### src/design/leb_pkg.sv
// Shared types and constants for the LEB128 stream decoder.
// No dependencies; imported by every module of the decoder.
`default_nettype none

package leb_pkg;

	localparam int unsigned RESULT_W    = 64;
	localparam int unsigned PAYLOAD_W   = 7;
	localparam int unsigned COUNT_W     = 4;
	localparam int unsigned POS_W       = 7;
	localparam int unsigned QUEUE_DEPTH = 2;

	localparam logic [COUNT_W-1:0] COUNT_MAX = 4'd15;
	localparam logic [POS_W-1:0]   CHUNK     = 7'd7;

	typedef enum logic [0:0] {
		STATUS_OK        = 1'b0,
		STATUS_TRUNCATED = 1'b1
	} status_t;

	typedef enum logic [1:0] {
		KIND_CONT  = 2'd0,
		KIND_FINAL = 2'd1,
		KIND_TRUNC = 2'd2
	} kind_t;

	typedef struct packed {
		logic [7:0] data_byte;
		logic       is_signed;
		logic       stream_end;
	} byte_item_t;

	typedef struct packed {
		logic [RESULT_W-1:0] decoded_value;
		logic                status;
		logic [COUNT_W-1:0]  byte_count;
	} result_item_t;

	typedef struct packed {
		kind_t                kind;
		logic                 is_signed;
		logic [PAYLOAD_W-1:0] payload;
	} cmd_t;

	typedef struct packed {
		logic not_empty;
		logic full;
	} queue_stat_t;

endpackage

`default_nettype wire

### src/design/leb128_stream_decoder.sv
// Top level of the LEB128 stream decoder: front end, command queue, back end.
// Depends on leb_pkg, leb_front, leb_queue and leb_back.
//
// Decodes unsigned or signed LEB128 one byte per transfer at a sustained rate of one
// byte per cycle unless result_stall holds a pending result; the back end's per-byte
// shift-and-OR into the 64-bit accumulator sets that rate. A value's result is loaded
// into the output register when its final byte is popped from the queue head; the pop
// waits while a stalled result holds the output register. A stream that ends on a byte
// with the continuation bit set yields a truncated result with value zero. Bits at or
// above VALUE_WIDTH are dropped; byte_count saturates at 15.
`default_nettype none

module leb128_stream_decoder #(
	parameter int unsigned VALUE_WIDTH = 64
) (
	input  wire                   clk,
	input  wire                   arst_n,
	input  wire                   byte_valid,
	output logic                  byte_stall,
	input  leb_pkg::byte_item_t   byte_data,
	output logic                  result_valid,
	input  wire                   result_stall,
	output leb_pkg::result_item_t result_data
);
	import leb_pkg::*;

	queue_stat_t qstat;
	cmd_t        push_cmd;
	cmd_t        head;
	logic        push;
	logic        pop;

	leb_front u_front (
		.byte_valid (byte_valid),
		.byte_stall (byte_stall),
		.byte_data  (byte_data),
		.qstat      (qstat),
		.push       (push),
		.cmd        (push_cmd)
	);

	leb_queue u_queue (
		.clk      (clk),
		.arst_n   (arst_n),
		.push     (push),
		.push_cmd (push_cmd),
		.pop      (pop),
		.head     (head),
		.qstat    (qstat)
	);

	leb_back #(
		.VALUE_WIDTH (VALUE_WIDTH)
	) u_back (
		.clk          (clk),
		.arst_n       (arst_n),
		.head         (head),
		.qstat        (qstat),
		.pop          (pop),
		.result_valid (result_valid),
		.result_stall (result_stall),
		.result_data  (result_data)
	);

	a_trunc_zero: assert property (@(posedge clk) disable iff (!arst_n)
		(result_valid && result_data.status == STATUS_TRUNCATED) |->
			(result_data.decoded_value == '0))
		else $error("truncated result carries a nonzero value");

	a_count_nonzero: assert property (@(posedge clk) disable iff (!arst_n)
		result_valid |-> (result_data.byte_count != '0))
		else $error("result with zero byte count");

	a_no_pop_empty: assert property (@(posedge clk) disable iff (!arst_n)
		pop |-> qstat.not_empty)
		else $error("pop from empty queue");

	a_push_when_free: assert property (@(posedge clk) disable iff (!arst_n)
		(byte_valid && !byte_stall) |=> qstat.not_empty)
		else $error("accepted byte not held in queue");

endmodule

`default_nettype wire

### src/design/leb_front.sv
// Front end: accepts encoded bytes and classifies each as continue, final or truncated.
// Depends on leb_pkg; feeds leb_queue.
`default_nettype none

module leb_front (
	input  wire                 byte_valid,
	output logic                byte_stall,
	input  leb_pkg::byte_item_t byte_data,
	input  leb_pkg::queue_stat_t qstat,
	output logic                push,
	output leb_pkg::cmd_t       cmd
);
	import leb_pkg::*;

	assign byte_stall = qstat.full;
	assign push       = byte_valid && !qstat.full;

	always_comb begin
		cmd.payload   = byte_data.data_byte[PAYLOAD_W-1:0];
		cmd.is_signed = byte_data.is_signed;
		if (!byte_data.data_byte[7]) begin
			cmd.kind = KIND_FINAL;
		end else if (byte_data.stream_end) begin
			cmd.kind = KIND_TRUNC;
		end else begin
			cmd.kind = KIND_CONT;
		end
	end

endmodule

`default_nettype wire

### src/design/leb_queue.sv
// Short command queue between the front end and the back end.
// Depends on leb_pkg.
`default_nettype none

module leb_queue (
	input  wire                  clk,
	input  wire                  arst_n,
	input  wire                  push,
	input  leb_pkg::cmd_t        push_cmd,
	input  wire                  pop,
	output leb_pkg::cmd_t        head,
	output leb_pkg::queue_stat_t qstat
);
	import leb_pkg::*;

	localparam int unsigned PTR_W = (QUEUE_DEPTH > 1) ? $clog2(QUEUE_DEPTH) : 1;
	localparam int unsigned CNT_W = $clog2(QUEUE_DEPTH + 1);
	localparam logic [PTR_W-1:0] LAST_PTR = PTR_W'(QUEUE_DEPTH - 1);
	localparam logic [CNT_W-1:0] FULL_CNT = CNT_W'(QUEUE_DEPTH);

	cmd_t             mem_q [QUEUE_DEPTH];
	logic [PTR_W-1:0] wr_ptr_q;
	logic [PTR_W-1:0] rd_ptr_q;
	logic [CNT_W-1:0] count_q;

	assign head            = mem_q[rd_ptr_q];
	assign qstat.not_empty = (count_q != '0);
	assign qstat.full      = (count_q == FULL_CNT);

	always_ff @(posedge clk) begin
		if (push) begin
			mem_q[wr_ptr_q] <= push_cmd;
		end
	end

	always_ff @(posedge clk or negedge arst_n) begin
		if (!arst_n) begin
			wr_ptr_q <= '0;
			rd_ptr_q <= '0;
			count_q  <= '0;
		end else begin
			if (push) begin
				wr_ptr_q <= (wr_ptr_q == LAST_PTR) ? '0 : wr_ptr_q + 1'b1;
			end
			if (pop) begin
				rd_ptr_q <= (rd_ptr_q == LAST_PTR) ? '0 : rd_ptr_q + 1'b1;
			end
			if (push && !pop) begin
				count_q <= count_q + 1'b1;
			end else if (pop && !push) begin
				count_q <= count_q - 1'b1;
			end
		end
	end

endmodule

`default_nettype wire

### src/design/leb_back.sv
// Back end: accumulates payload chunks, sign-extends and registers each result.
// Depends on leb_pkg; drains leb_queue.
`default_nettype none

module leb_back #(
	parameter int unsigned VALUE_WIDTH = 64
) (
	input  wire                   clk,
	input  wire                   arst_n,
	input  leb_pkg::cmd_t         head,
	input  leb_pkg::queue_stat_t  qstat,
	output logic                  pop,
	output logic                  result_valid,
	input  wire                   result_stall,
	output leb_pkg::result_item_t result_data
);
	import leb_pkg::*;

	localparam logic [RESULT_W-1:0] VMASK = (VALUE_WIDTH >= RESULT_W) ? '1 :
		((RESULT_W'(1) << VALUE_WIDTH) - RESULT_W'(1));
	localparam logic [POS_W-1:0] VW = POS_W'(VALUE_WIDTH);

	logic [RESULT_W-1:0] acc_q;
	logic [POS_W-1:0]    pos_q;
	logic [COUNT_W-1:0]  seen_q;
	logic                result_valid_q;
	result_item_t        result_q;

	logic                emits;
	logic                out_free;
	logic [RESULT_W-1:0] acc_n;
	logic [RESULT_W-1:0] final_val;
	logic [POS_W-1:0]    pos_n;
	logic [COUNT_W-1:0]  count_n;

	assign emits    = (head.kind != KIND_CONT);
	assign out_free = !result_valid_q || !result_stall;
	assign pop      = qstat.not_empty && (!emits || out_free);

	always_comb begin
		acc_n = acc_q;
		if (pos_q < VW) begin
			acc_n = acc_q | ({{(RESULT_W-PAYLOAD_W){1'b0}}, head.payload} << pos_q[5:0]);
		end
		acc_n   = acc_n & VMASK;
		pos_n   = (pos_q < VW) ? pos_q + CHUNK : pos_q;
		count_n = (seen_q < COUNT_MAX) ? seen_q + 1'b1 : COUNT_MAX;

		final_val = acc_n;
		if (head.is_signed && head.payload[6] && (pos_n < VW)) begin
			final_val = (acc_n | ({RESULT_W{1'b1}} << pos_n[5:0])) & VMASK;
		end
	end

	always_ff @(posedge clk or negedge arst_n) begin
		if (!arst_n) begin
			acc_q          <= '0;
			pos_q          <= '0;
			seen_q         <= '0;
			result_valid_q <= 1'b0;
		end else begin
			if (pop) begin
				if (emits) begin
					acc_q  <= '0;
					pos_q  <= '0;
					seen_q <= '0;
				end else begin
					acc_q  <= acc_n;
					pos_q  <= pos_n;
					seen_q <= count_n;
				end
			end
			if (out_free) begin
				result_valid_q <= pop && emits;
			end
		end
	end

	always_ff @(posedge clk) begin
		if (pop && emits) begin
			result_q.byte_count <= count_n;
			if (head.kind == KIND_TRUNC) begin
				result_q.decoded_value <= '0;
				result_q.status        <= STATUS_TRUNCATED;
			end else begin
				result_q.decoded_value <= final_val;
				result_q.status        <= STATUS_OK;
			end
		end
	end

	assign result_valid = result_valid_q;
	assign result_data  = result_q;

endmodule

`default_nettype wire
### config.mk
export PLATFORM = sky130hd
export DESIGN_NAME = leb128_stream_decoder
export DESIGN_NICKNAME = d
export VERILOG_FILES = /design/src/design/leb_pkg.sv /design/src/design/leb128_stream_decoder.sv /design/src/design/leb_front.sv /design/src/design/leb_queue.sv /design/src/design/leb_back.sv
export SDC_FILE = /design/constraint.sdc
export NUM_CORES = 1
export LEC_CHECK = 0
export BUFFER_PORTS_ARGS = -buffer_cell sky130_fd_sc_hd__buf_2
export CORE_MARGIN = 2
export CORE_UTILIZATION = 50
export DETAILED_ROUTE_END_ITERATION = 8
export PLACE_DENSITY = 0.77
export SYNTH_ARGS = -nofsm -noshare
export SYNTH_HDL_FRONTEND = slang
export SYNTH_SLANG_ARGS = --single-unit
export TNS_END_PERCENT = 10
### constraint.sdc
create_clock -name clk -period 4.46 [get_ports clk]
set_input_delay 0.669 -clock clk [delete_from_list [all_inputs] [get_ports clk]]
set_output_delay 0.669 -clock clk [all_outputs]
set_load 0.02 [all_outputs]
### After elaboration in Yosys (flattened, before gate mapping)

Memories as Yosys holds them, arrays and structs flattened.
Cells that the tools add are included.

* flip-flop bits (word level): 149
* memories: 1
* output and inout bits: 71
* bits of input ports: 14
* memory bits (writable): 20

Memory list
* u_queue.mem_q: depth 2, bits a word 10, read ports 1, clocked after memory_dff 0, write ports 1, line leb_queue.sv:21 `cmd_t mem_q [QUEUE_DEPTH];`

* reductions and logical operators: 18
* bitwise operators: 2
* order comparisons: 3
* shifts and indexed selects: 2
* add/sub/neg operators: 6
* multiplexer cells: 16
* eq/ne operators: 2

Operators by type and width (number)
* $mux 64: 3
* $or 64x64->64: 2
* $shl 64x6->64 const A: 1
* $shl 7x6->64: 1
* $lt 7x7->1 const B: 2
* $mux 7: 2
* $mux 2: 4
* $mux 4: 2
* $add 7x3->7 const B: 1
* $logic_and 1x1->1: 7
* $logic_not 1->1: 6
* $reduce_bool 2->1: 3
* $mux 1: 5
* $add 4x1->4 const B: 1
* $eq 2x2->1 const B: 2
* $lt 4x4->1 const B: 1
* $add 1x1->1 const B: 2
* $add 2x1->2 const B: 1
* $logic_or 1x1->1: 2
* $sub 2x1->2 const B: 1

### Logic depth before layout (Yosys ltp)

Gate-level depths: netlist of the first run.
An unclocked memory read counts as a cell.

* word-level depth: 8
* mapped depth: 12

### Hierarchy

Synthesis of the first run repeated with hierarchy kept, for this count alone.

* cells, all modules: 794
* area, all modules: 8344.3 um^2

By module, submodules not included
* leb_back: instances 1, area each 7303.3 um^2, sequential area each 3973.8 um^2, cells each 735
* leb_queue: instances 1, area each 949.7 um^2, sequential area each 700.7 um^2, cells each 47
* leb_front: instances 1, area each 91.3 um^2, sequential area each 0.0 um^2, cells each 12

### Worst setup path before layout of the first run

Ideal clock, no wire load.

* path kind: input port to flip-flop
* start: input result_stall
* end: register u_back.result_q (netlist bit u_back.result_data[0]) (enable)
* stages on the path: 6
* setup time: 461 ps
* slack: 504 ps
* arrival: 3495 ps
* path buffers: 2
* data required time: 3999 ps
* cells stage by stage: nand2_1 -> o21ai_1 -> or2_2 -> buf_2 -> inv_1 -> clkbuf_1

* word-level cells in the longest chain between the ends: 5

Ends and longest elaborated chain
* start, declared: line leb128_stream_decoder.sv:22 `input wire result_stall,`
* $logic_not 1->1: line leb_back.sv:37 `assign out_free = !result_valid_q || !result_stall;`
* $logic_or 1x1->1: line leb_back.sv:37
* $logic_or 1x1->1: line leb_back.sv:38 `assign pop = qstat.not_empty && (!emits || out_free);`
* $logic_and 1x1->1: line leb_back.sv:38
* $logic_and 1x1->1: line leb_back.sv:80 `if (pop && emits) begin`
* end, declared: line leb_back.sv:27 `result_item_t result_q;`

No other way between the ends.
A chain may end at the register's enable or synchronous reset.

### Final worst setup path of the first run

* start: register u_back.pos_q[1]
* end: register u_back.result_q (netlist bit u_back.result_data[49]) (data pin)

* word-level cells in the longest chain between the ends: 5
* elaborated cells on any way between the ends: 11

Ends and longest elaborated chain
* start, declared: line leb_back.sv:24 `logic [POS_W-1:0] pos_q;`
* start signal, assigned: line leb_back.sv:69 `pos_q <= pos_n;`
* $add 7x3->7, or another cell as far along: line leb_back.sv:46 `pos_n = (pos_q < VW) ? pos_q + CHUNK : pos_q;`
* $mux 7 / $or 64x64->64 (equally long branches): line leb_back.sv:46, leb_back.sv:43
* $shl 64x6->64, or another cell as far along: line leb_back.sv:51 `final_val = (acc_n | ({RESULT_W{1'b1}} << pos_n[5:0])) & VMASK;`
* $or 64x64->64 / $logic_and 1x1->1 (equally long branches): line leb_back.sv:51, leb_back.sv:50
* $mux 64 (*): line leb_back.sv:50 `if (head.is_signed && head.payload[6] && (pos_n < VW)) begin`

Every way passes the cells marked *; elsewhere a longest branch is shown, timed or not.

==> results of run 1 <==
area by class of cell:
class / count / share of cell area [%]
sequential: 169 / 47.76
clock inverter: 10 / 1.726
inverter: 33 / 1.291
multi-input combinational: 555 / 36.02
timing repair buffer: 98 / 5.650
tap: 220 / 2.812
clock buffer: 22 / 4.742
synth_stat cells, drive strengths merged, types with 3 or more instances:
master	number
a221oi	5
nor4	6
a21o	4
and3	10
nand4	12
a21oi	110
o21a	9
nand2	43
and2	7
inv	30
clkbuf	30
nor3	10
a41oi	7
a21boi	4
nand3	18
or3	3
clkinv	3
a22oi	3
o21ai	53
xnor2	4
nor2	86
o32ai	5
a311oi	3
mux4	10
or3b	3
or2	8
ha	3
a211oi	13
o221ai	3
buf	29
nor2b	6
o211ai	5
dfrtp	80
nand2b	7
o31a	4
a22o	3
edfxtp	89
a31oi	48
mux2i	9
power groups by stage:
stage          registers, mW  clock network [mW]  logic, mW
2_1_floorplan           3.04                   0       2.23
3_3_place_gp            2.64                   0       3.74
3_5_place_dp            2.65                   0       3.77
4_1_cts                 2.62                1.59       3.79
5_1_grt                 2.67                1.66       4.12
6_report                2.62                1.58       3.87
final timing paths:
check                                  from                      to  slack [ns]  cells past startpoint
min in group clk               byte_data[6]     u_queue.mem_q[1][4]        0.41                      1
max                         u_back.pos_q[1]  u_back.result_data[49]        1.13                      8
min                                  arst_n         u_back.acc_q[3]        0.20                      1
max in group asynchronous            arst_n        u_back.acc_q[50]        3.27                      2
max reg2reg                 u_back.pos_q[1]  u_back.result_data[49]        1.13                      8
min reg2reg                u_back.acc_q[63]        u_back.acc_q[63]        0.50                      2
metrics by stage:
stage	area, um^2	setup slack [ns]	total power, mW	hold WS, ns
floorplan	8594	0.5044	5.270	0.3734
global placement	9155	1.237	6.380	0.4736
detailed placement	9155	1.275	6.422	0.4806
CTS	9788	1.268	8.004	0.2198
global route	9788	0.9712	8.449	0.2420
finish	9788	1.131	8.069	0.1996
metal layers:
| layer | GRT usage (%) | wire length, um | share of wire, % |
|---|---|---|---|
| met5 | 0 | 0 | 0 |
| met4 | 12.04 | 872 | 3.8 |
| met3 | 6.494 | 2327 | 10 |
| met2 | 38.80 | 10610 | 46 |
| met1 | 36.02 | 9434 | 41 |
registers in the layout, summed over array words and instances, names as in the netlist:
| signal | flops |
|---|---|
| u_back.acc_q | 64 |
| u_queue.mem_q | 20 |
| u_back.result_valid | 1 |
| u_queue.count_q | 2 |
| u_queue.wr_ptr_q | 1 |
| u_back.seen_q | 4 |
| u_back.pos_q | 7 |
| u_queue.rd_ptr_q | 1 |
| u_back.result_data | 69 |
cell families (layout without fill, tap and decap cells):
| family | Yosys count | in the layout | share of synthesized area (%) |
|---|---|---|---|
| AOI/OAI and AO/OA | 298 | 298 | 22.00 |
| xor gates and xnor gates | 6 | 6 | 0.6114 |
| adders and majority gates | 3 | 3 | 0.4368 |
| buffers and inverters | 92 | 163 | 4.659 |
| DFF | 169 | 169 | 54.39 |
| muxes | 21 | 21 | 4.207 |
| and+or+nand+nor | 227 | 227 | 13.70 |
==> key figures, run 1 <==
Outcome
  • Status: finished, final reports clean

Layout
  • Layout Nets: between 800 and 900
  • Post-layout util: ~60%
  • Most common cell after layout, fill and taps aside: a21oi_1
  • Non-Filler Instances: between 1000 and 1500
  • Area delta synth->final: 13.89%
  • Commonest cells after routing, fill and taps aside: a21oi_1 (109), edfxtp_1 (89), buf_2 (83)
  • Area of the multi-input gates: about 3500 um^2
  • Seq. cell area: around 4700 um^2
  • Fillcell total: 1402
  • Antenna diodes: 0
  • Share of layout cells above drive strength 1: about a fifth

Worst hold path
  • HP Class: in2async

Pwr
  • Max VDD drop: 0.4684 mV
  • Cell Int Power: roughly 4.5 mW
  • Sw power: 3.567 mW
  • Comb pwr share: a little under half
  • Power per cell area: slightly above 800 nW/um^2
  • Seq pwr share: between 30% and 40%
  • Static Leakage: 3.777 nW
  • Switch share: around 44%
  • Clock power frac: approximately a fifth

Timing
  • Final hold violations: 0
  • RSZ-0062 raised after global routing: false
  • Period minus WS final: around 3.3 ns
  • Layout Skew: roughly 0.014 ns
  • Max transition margin: between 15 and 20%
  • Worst slew pin tran: about 1.3 ns
  • Final setup TNS: 0 ns
  • Fmax: 300.4 MHz
  • Crit share post-route: approximately 75%
  • Max Slew Vio Count: 0
  • Final number of setup-violating endpoints: 0

Detailed routing
  • First-pass DRT Iterations: 6
  • WL/cell: around 21 um
  • DRC viols: 0
  • Post-Route WL: 23240 um
  • DR vias/cell: approximately 6.5
  • Drt initial violations: about 1200
  • Antenna viol nets, final: 0
  • Vias: 7241

Synthesis
  • Ranking of synthesized cells by area: edfxtp_1 (31%), dfrtp_1 (23%), a21oi_1 (6.3%)
  • Yosys top cell area share: 31.10%
  • Count of cell types in the netlist: between 80 and 90
  • Synthesized area per cell: ~11 um^2
  • Post-synth EDFFs: 89
  • Cell taking the most area after synthesis: edfxtp_1
  • Syn_nets: ~830
  • YS warnings: 0
  • Synthesized area: about 8600 um^2
  • Sequential cell area fraction in the yosys report: roughly 54%
  • Cells after Synth: around 800
  • FF+latch count, synth: approximately 170
  • Post-synthesis async set-or-reset flop share: between 40% and 50%
  • Ys flop type: edfxtp_1

GRT
  • Gr usage total: roughly a quarter
  • Vias in the first global route: 6653
  • First-pass GRT wire length: about 36000 um
  • Antenna violations before repair: 0
  • Largest net degree at the start of global routing: 84
  • GRT overflow: 0

Clock tree
  • Root Driver: clkbuf_16
  • Clk buf depth: 2
  • Hold-fix buffers at CTS: 0
  • Clock Latency Late Sink: approximately 0.44 ns
  • Buffer count from post-CTS setup fixing: 0
  • CTS buffer count: 17
  • H-tree depth: 4
  • Post-CTS sizing: 0
  • Num Clock Sinks: around 170
  • TritonCTS clock tree: done
  • Clock transition at path regs: ~0.060 ns

Place
  • IO Port Bufs: 84
  • Dpl cells: around 1100
  • RD Place Congestion: 0.9685
  • Detail Placement HPWL: 15070 um

Worst setup path
  • CP delay by family, top: compound AO/OA/AOI/OAI gates
  • WP data required: 4.63 ns
  • CP bufs+invs: 2
  • CP Max Fanout: 24
  • Startpoint types: flop
  • Crit end category: flop
  • Critical Path AT: around 3.5 ns
  • Cell Chain, Critical Path: buf_4 -> inv_1 -> ha_1 -> nor2b_1 -> o221ai_1 -> nand2b_1 -> a211oi_1 -> a21oi_1
  • Setup CP Type: reg2reg
  • Crit-path slowest cell: o221ai_1
  • Slowest stage delay, CP: ~0.6 ns

Floorplan
  • Row cnt: 47
  • Die Ht: around 140 um
  • Die area: ~18000 um^2
  • Initial Utilization: 51.46%
  • Ports: 85
  • Die W: 135.1 um
  • Core Region: ~17000 um^2

Run
  • Max-cap violations: 0
Note: power is estimated with default switching activity, not from simulation.
==> run 2: changes to the inputs <==
==> constraint.sdc (replaced) <==
create_clock -name clk -period 3.2 [get_ports clk]
set_input_delay 0.48 -clock clk [delete_from_list [all_inputs] [get_ports clk]]
set_output_delay 0.48 -clock clk [all_outputs]
set_load 0.02 [all_outputs]
==> run 2 against run 1 <==
  * Cell area grew 0.92%
  * First-iteration DRC count is 12% lower
  * Fmax up 20%
==> key figures, run 2 (synthesis gave the netlist of run 1 again) <==
Floorplan
  • Ports: 85 (unchanged)
  • Initial Utilization: 51.46% (unchanged)
  • Row cnt: 47 (unchanged)
  • Core Region: 16700 um^2 (unchanged)
  • Die Ht: 135.1 um (unchanged)
  • Die W: 135.1 um (unchanged)
  • Die area: 18250 um^2 (unchanged)

Pwr
  • Max VDD drop: 0.6682 mV (+43%)
  • Power per cell area: 1130 nW/um^2 (+37%)
  • Static Leakage: 3.855 nW (+2.1%)
  • Total power: 11.16 mW (+38%)

GRT
  • Largest net degree at the start of global routing: 81 (-3.6%)
  • Gr usage total: 26.43% (+0.44 points)
  • GRT overflow: 0 (unchanged)
  • Vias in the first global route: 6714 (+0.92%)
  • Antenna violations before repair: 0 (unchanged)
  • First-pass GRT wire length: 36670 um (+1.4%)

Timing
  • Max transition margin: 24.47% (+9.2 points)
  • Crit share post-route: 86.36% (+12 points)
  • Max Slew Vio Count: 0 (unchanged)
  • Worst slew pin tran: 1.133 ns (-0.1374 ns)
  • Setup WS post-layout: 0.4366 ns (-0.6946 ns)
  • Fmax: 361.9 MHz (+20%)
  • Final setup TNS: 0 ns (unchanged)
  • Final number of setup-violating endpoints: 0 (unchanged)
  • Fin Hold WS: 0.2119 ns (+0.01230 ns)
  • Layout Skew: 0.01300 ns (-0.0009320 ns)
  • RSZ-0062 raised after global routing: false
  • Period minus WS final: 2.763 ns (-0.5654 ns)
  • Final hold violations: 0 (unchanged)

Layout
  • Share of layout cells above drive strength 1: 21.85% (+1.8 points)
  • Fillcell total: 1411 (+0.64%)
  • Max reg flops: 69 (unchanged)
  • Post-layout util: 59.15% (+0.54 points)
  • Most common cell after layout, fill and taps aside: a21oi_1
  • Antenna diodes: 0 (unchanged)
  • Non-Filler Instances: 1126 (+1.7%)
  • Area delta synth->final: 14.94%
  • Layout Nets: 910 (+2.1%)
  • Commonest cells after routing, fill and taps aside: a21oi_1 (109), edfxtp_1 (89), buf_2 (83)
  • Finished Cell Area: 9878 um^2 (+0.92%)

Worst setup path
  • Setup CP Type: reg2reg
  • Critical Path AT: 2.92 ns (-0.58 ns)
  • WP data required: 3.36 ns (-1.27 ns)
  • Startpoint types: flop
  • Crit end category: flop
  • Cell Chain, Critical Path: clkinv_1 -> ha_1 -> or4b_2 -> o211a_1 -> or2_2 -> a21oi_1 -> a31oi_1
  • Crit-path slowest cell: or4b_2
  • Slowest stage delay, CP: 0.66 ns (+0.05 ns)
  • R2R cell count: 7 (-1)
  • CP Max Fanout: 11 (-54%)

Place
  • IO Port Bufs: 84 (unchanged)
  • Dpl cells: 1094 (+1.8%)
  • RD Place Congestion: 0.9654 (-0.32%)
  • Detail Placement HPWL: 15630 um (+3.7%)
  • Post-place instance area: 9316 um^2 (+1.8%)
  • Post-place setup slack: 0.5250 ns (-0.7495 ns)

Clock tree
  • TritonCTS clock tree: done
  • Post-CTS sizing: 0 (unchanged)
  • H-tree depth: 4 (unchanged)
  • Hold-fix buffers at CTS: 0 (unchanged)
  • Clk buf depth: 2 (unchanged)
  • Clock transition at path regs: 0.07 ns (about the same)
  • Clock Latency Late Sink: 0.44 ns (about the same)
  • Num Clock Sinks: 169 (unchanged)
  • Buffer count from post-CTS setup fixing: 0 (unchanged)
  • Root Driver: clkbuf_16
  • CTS buffer count: 17 (unchanged)

Run
  • Max-cap violations: 0 (unchanged)

Worst hold path
  • HP Class: in2async

Detailed routing
  • Post-Route WL: 23480 um (+1.0%)
  • DRC viols: 0 (unchanged)
  • Vias: 7175 (-0.91%)
  • First-pass DRT Iterations: 6 (unchanged)
  • DR vias/cell: 6.372 (-2.6%)
  • Antenna viol nets, final: 0 (unchanged)
  • WL/cell: 20.86 um (-0.67%)
  • Drt initial violations: 1048 (-12%)

Outcome
  • Status: finished, final reports clean
-- run 2: worst paths after layout --
kind / from / to / slack [ns]
worst max-delay path: u_back.pos_q[0] / u_back.result_data[34] / 0.44
worst min-delay path: arst_n / u_back.acc_q[2] / 0.21
worst max register to register: u_back.pos_q[0] / u_back.result_data[34] / 0.44
worst min register to register: u_back.acc_q[9] / u_back.acc_q[9] / 0.50
max in group asynchronous: arst_n / u_queue.rd_ptr_q / 2.22
min in group clk: byte_data[8] / u_queue.mem_q[0][6] / 0.23
-- run 2: metal layers --
layer  vias to the layer above  wire (um)  GRT usage [%]
met5                         -          0              0
met4                         0        821          10.71
met3                        72       2270          7.282
met2                       428      10970          40.27
met1                      3437       9423          36.11
li1                       3238          -              -
-- run 2: cell type report --
cell class	instances	area, um^2	share of cell area, %
well taps	220	275.3	2.787
flip-flops and latches	169	4674	47.32
repair buffers	117	720.7	7.296
multi-input cells	555	3520	35.63
clock buffers	17	425.4	4.307
inverters	33	126.4	1.279
clock inverters	15	136.4	1.381
-- run 2: worst max-delay path, delay by kind of cell (launching register included) --
kind	cells	cell delay [ns]
compound gates	3	0.59
fa+ha+maj	1	0.43
flops	1	0.36
simple gates	2	1.02
buf+inv	1	0.09
-- run 2: power by group --
group,internal [mW],total (mW),switching [mW]
logic,1.78,5.59,3.81
clock network,1.08,1.97,0.888
registers,3.31,3.61,0.297
==> run 3: changes to the inputs <==
--- a/config.mk
+++ b/config.mk
@@ -7,9 +7,9 @@
 export LEC_CHECK = 0
 export BUFFER_PORTS_ARGS = -buffer_cell sky130_fd_sc_hd__buf_2
 export CORE_MARGIN = 2
-export CORE_UTILIZATION = 50
+export CORE_UTILIZATION = 60
 export DETAILED_ROUTE_END_ITERATION = 8
-export PLACE_DENSITY = 0.77
+export PLACE_DENSITY = 0.89
 export SYNTH_ARGS = -nofsm -noshare
 export SYNTH_HDL_FRONTEND = slang
 export SYNTH_SLANG_ARGS = --single-unit
==> run 3 against run 2 <==
  * Power increased by 0.87%
  * Fmax decreased by 5.9%
  * Via count increased by 4.2%
  * Sequential cell count unchanged
  * Worst setup slack got worse by 0.17 ns
  * Cell count decreased by 3.2%
  * First-iteration DRC count increased by 37%
  * Critical path type unchanged
  * Critical endpoint is now u_back.result_data[66]
  * Largest cell class unchanged
  * Highest routed layer unchanged
==> key figures, run 3 (synthesis gave the netlist of run 1 again) <==
Detailed routing
  • Post-Route WL: 24660 um (+5.0%)
  • Drt initial violations: 1437 (+37%)
  • DR vias/cell: 6.856 (+7.6%)
  • First-pass DRT Iterations: 8 (+2)
  • Antenna viol nets, final: 0 (unchanged)
  • DRC viols: 0 (unchanged)
  • Vias: 7473 (+4.2%)
  • WL/cell: 22.63 um (+8.5%)

Timing
  • Worst slew pin tran: 1.097 ns (-0.03559 ns)
  • Period minus WS final: 2.936 ns (+0.1729 ns)
  • Max Slew Vio Count: 0 (unchanged)
  • Max transition margin: 26.84% (+2.4 points)
  • Final number of setup-violating endpoints: 0 (unchanged)
  • Layout Skew: 0.01237 ns (-0.0006332 ns)
  • Final setup TNS: 0 ns (unchanged)
  • RSZ-0062 raised after global routing: false
  • Fmax: 340.6 MHz (-5.9%)
  • Final hold violations: 0 (unchanged)
  • Crit share post-route: 91.76% (+5.4 points)

Clock tree
  • Buffer count from post-CTS setup fixing: 0 (unchanged)
  • Root Driver: clkbuf_16
  • Hold-fix buffers at CTS: 0 (unchanged)
  • Post-CTS sizing: 0 (unchanged)
  • Clock Latency Late Sink: 0.45 ns (about the same)
  • Clock transition at path regs: 0.07 ns (about the same)
  • Clk buf depth: 2 (unchanged)
  • TritonCTS clock tree: done
  • H-tree depth: 4 (unchanged)
  • CTS buffer count: 17 (unchanged)
  • Num Clock Sinks: 169 (unchanged)

Floorplan
  • Row cnt: 43 (-8.5%)
  • Die Ht: 123.7 um (-8.5%)
  • Die area: 15300 um^2 (-16%)
  • Initial Utilization: 61.68% (+10 points)
  • Ports: 85 (unchanged)
  • Core Region: 13930 um^2 (-17%)
  • Die W: 123.7 um (-8.5%)

Worst setup path
  • Startpoint types: flop
  • WP data required: 3.47 ns (+0.11 ns)
  • Slowest stage delay, CP: 0.83 ns (+0.17 ns)
  • Cell Chain, Critical Path: nand2_1 -> o31a_1 -> nor2_1 -> o21ai_1 -> a31oi_1
  • Setup CP Type: reg2reg
  • CP delay by family, top: compound AO/OA/AOI/OAI gates
  • Crit end category: flop
  • Crit-path slowest cell: dfrtp_1
  • CP Max Fanout: 18 (+7)
  • CP bufs+invs: 0 (-1)
  • Critical Path AT: 3.21 ns (+0.29 ns)

Layout
  • Antenna diodes: 0 (unchanged)
  • Seq. cell area: 4674 um^2 (unchanged)
  • Share of layout cells above drive strength 1: 21.98% (+0.12 points)
  • Fillcell total: 1013 (-28%)
  • Finished Cell Area: 9826 um^2 (-0.53%)
  • Max reg flops: 69 (unchanged)
  • Area of the multi-input gates: 3520 um^2 (unchanged)
  • Area delta synth->final: 14.33%
  • Commonest cells after routing, fill and taps aside: a21oi_1 (109), edfxtp_1 (89), buf_2 (83)
  • Layout Nets: 914 (+0.44%)
  • Most common cell after layout, fill and taps aside: a21oi_1

Place
  • Post-place instance area: 9284 um^2 (-0.35%)
  • RD Place Congestion: 0.9765 (+1.1%)
  • IO Port Bufs: 84 (unchanged)
  • Detail Placement HPWL: 16260 um (+4.0%)

GRT
  • Largest net degree at the start of global routing: 81 (unchanged)
  • Antenna violations before repair: 0 (unchanged)
  • Vias in the first global route: 6970 (+3.8%)
  • Gr usage total: 33.12% (+6.7 points)
  • GRT overflow: 0 (unchanged)
  • First-pass GRT wire length: 37610 um (+2.6%)

Pwr
  • Max VDD drop: 0.7671 mV (+15%)
  • Static Leakage: 3.868 nW (+0.33%)
  • Power per cell area: 1146 nW/um^2 (+1.4%)

Run
  • Max-cap violations: 0 (unchanged)

Worst hold path
  • HP Class: in2async

Outcome
  • Status: finished, final reports clean
==> run 3: report_power, final <==
part / total [mW] / switching [mW] / internal, mW
sequential: 3.66 / 0.353 / 3.31
clock: 1.93 / 0.918 / 1.01
combinational: 5.66 / 3.88 / 1.78
==> run 3: worst paths after layout <==
| kind | startpoint | endpoint | slack (ns) | depth (start not counted) |
|---|---|---|---|---|
| worst max-delay path | u_back.pos_q[3] | u_back.result_data[66] | 0.26 | 5 |
| worst min register to register | u_back.acc_q[0] | u_back.acc_q[0] | 0.50 | 2 |
| max in group asynchronous | arst_n | u_back.pos_q[1] | 2.25 | 1 |
| min in group clk | byte_data[8] | u_queue.mem_q[1][6] | 0.23 | 1 |
| worst min-delay path | arst_n | u_back.acc_q[28] | 0.21 | 1 |
| worst max register to register | u_back.pos_q[3] | u_back.result_data[66] | 0.26 | 5 |
==> run 3: layer usage <==
layer | track usage, % | vias to the layer above | routed length, um
met3 | 8.196 | 101 | 2645
li1 | - | 3243 | -
met2 | 52.61 | 608 | 11850
met4 | 14.13 | 0 | 915
met5 | 0 | - | 0
met1 | 43.68 | 3521 | 9256
==> run 3: stage by stage <==
step | util (%) | instances | hold WS [ns] | total power, mW | worst slack, ns
floorplan | - | 816 | 0.1844 | 7.323 | 0.3873
global placement | 66.62 | 1058 | 0.4746 | 9.007 | 0.4624
detailed placement | 66.62 | 1058 | 0.4842 | 9.165 | 0.4287
CTS | 70.51 | 1090 | 0.2218 | 11.11 | 0.3833
global route | 70.51 | 1090 | 0.2261 | 11.74 | 0.2140
finish | 70.51 | 1090 | 0.2108 | 11.26 | 0.2637
==> run 3: final cells by class <==
class / instances / share of cell area (%)
repair buffers: 121 / 7.513
flip-flops and latches: 169 / 47.57
clock buffers: 19 / 4.406
well taps: 180 / 2.292
multi-input cells: 555 / 35.82
clock inverters: 13 / 1.108
inverters: 33 / 1.286
==> run 3: worst register-to-register path, stage by stage (launching register included) <==
cell and delay [ns]:
dfrtp_1 0.83, nand2_1 0.26, o31a_1 0.38, nor2_1 0.62
o21ai_1 0.35, a31oi_1 0.31
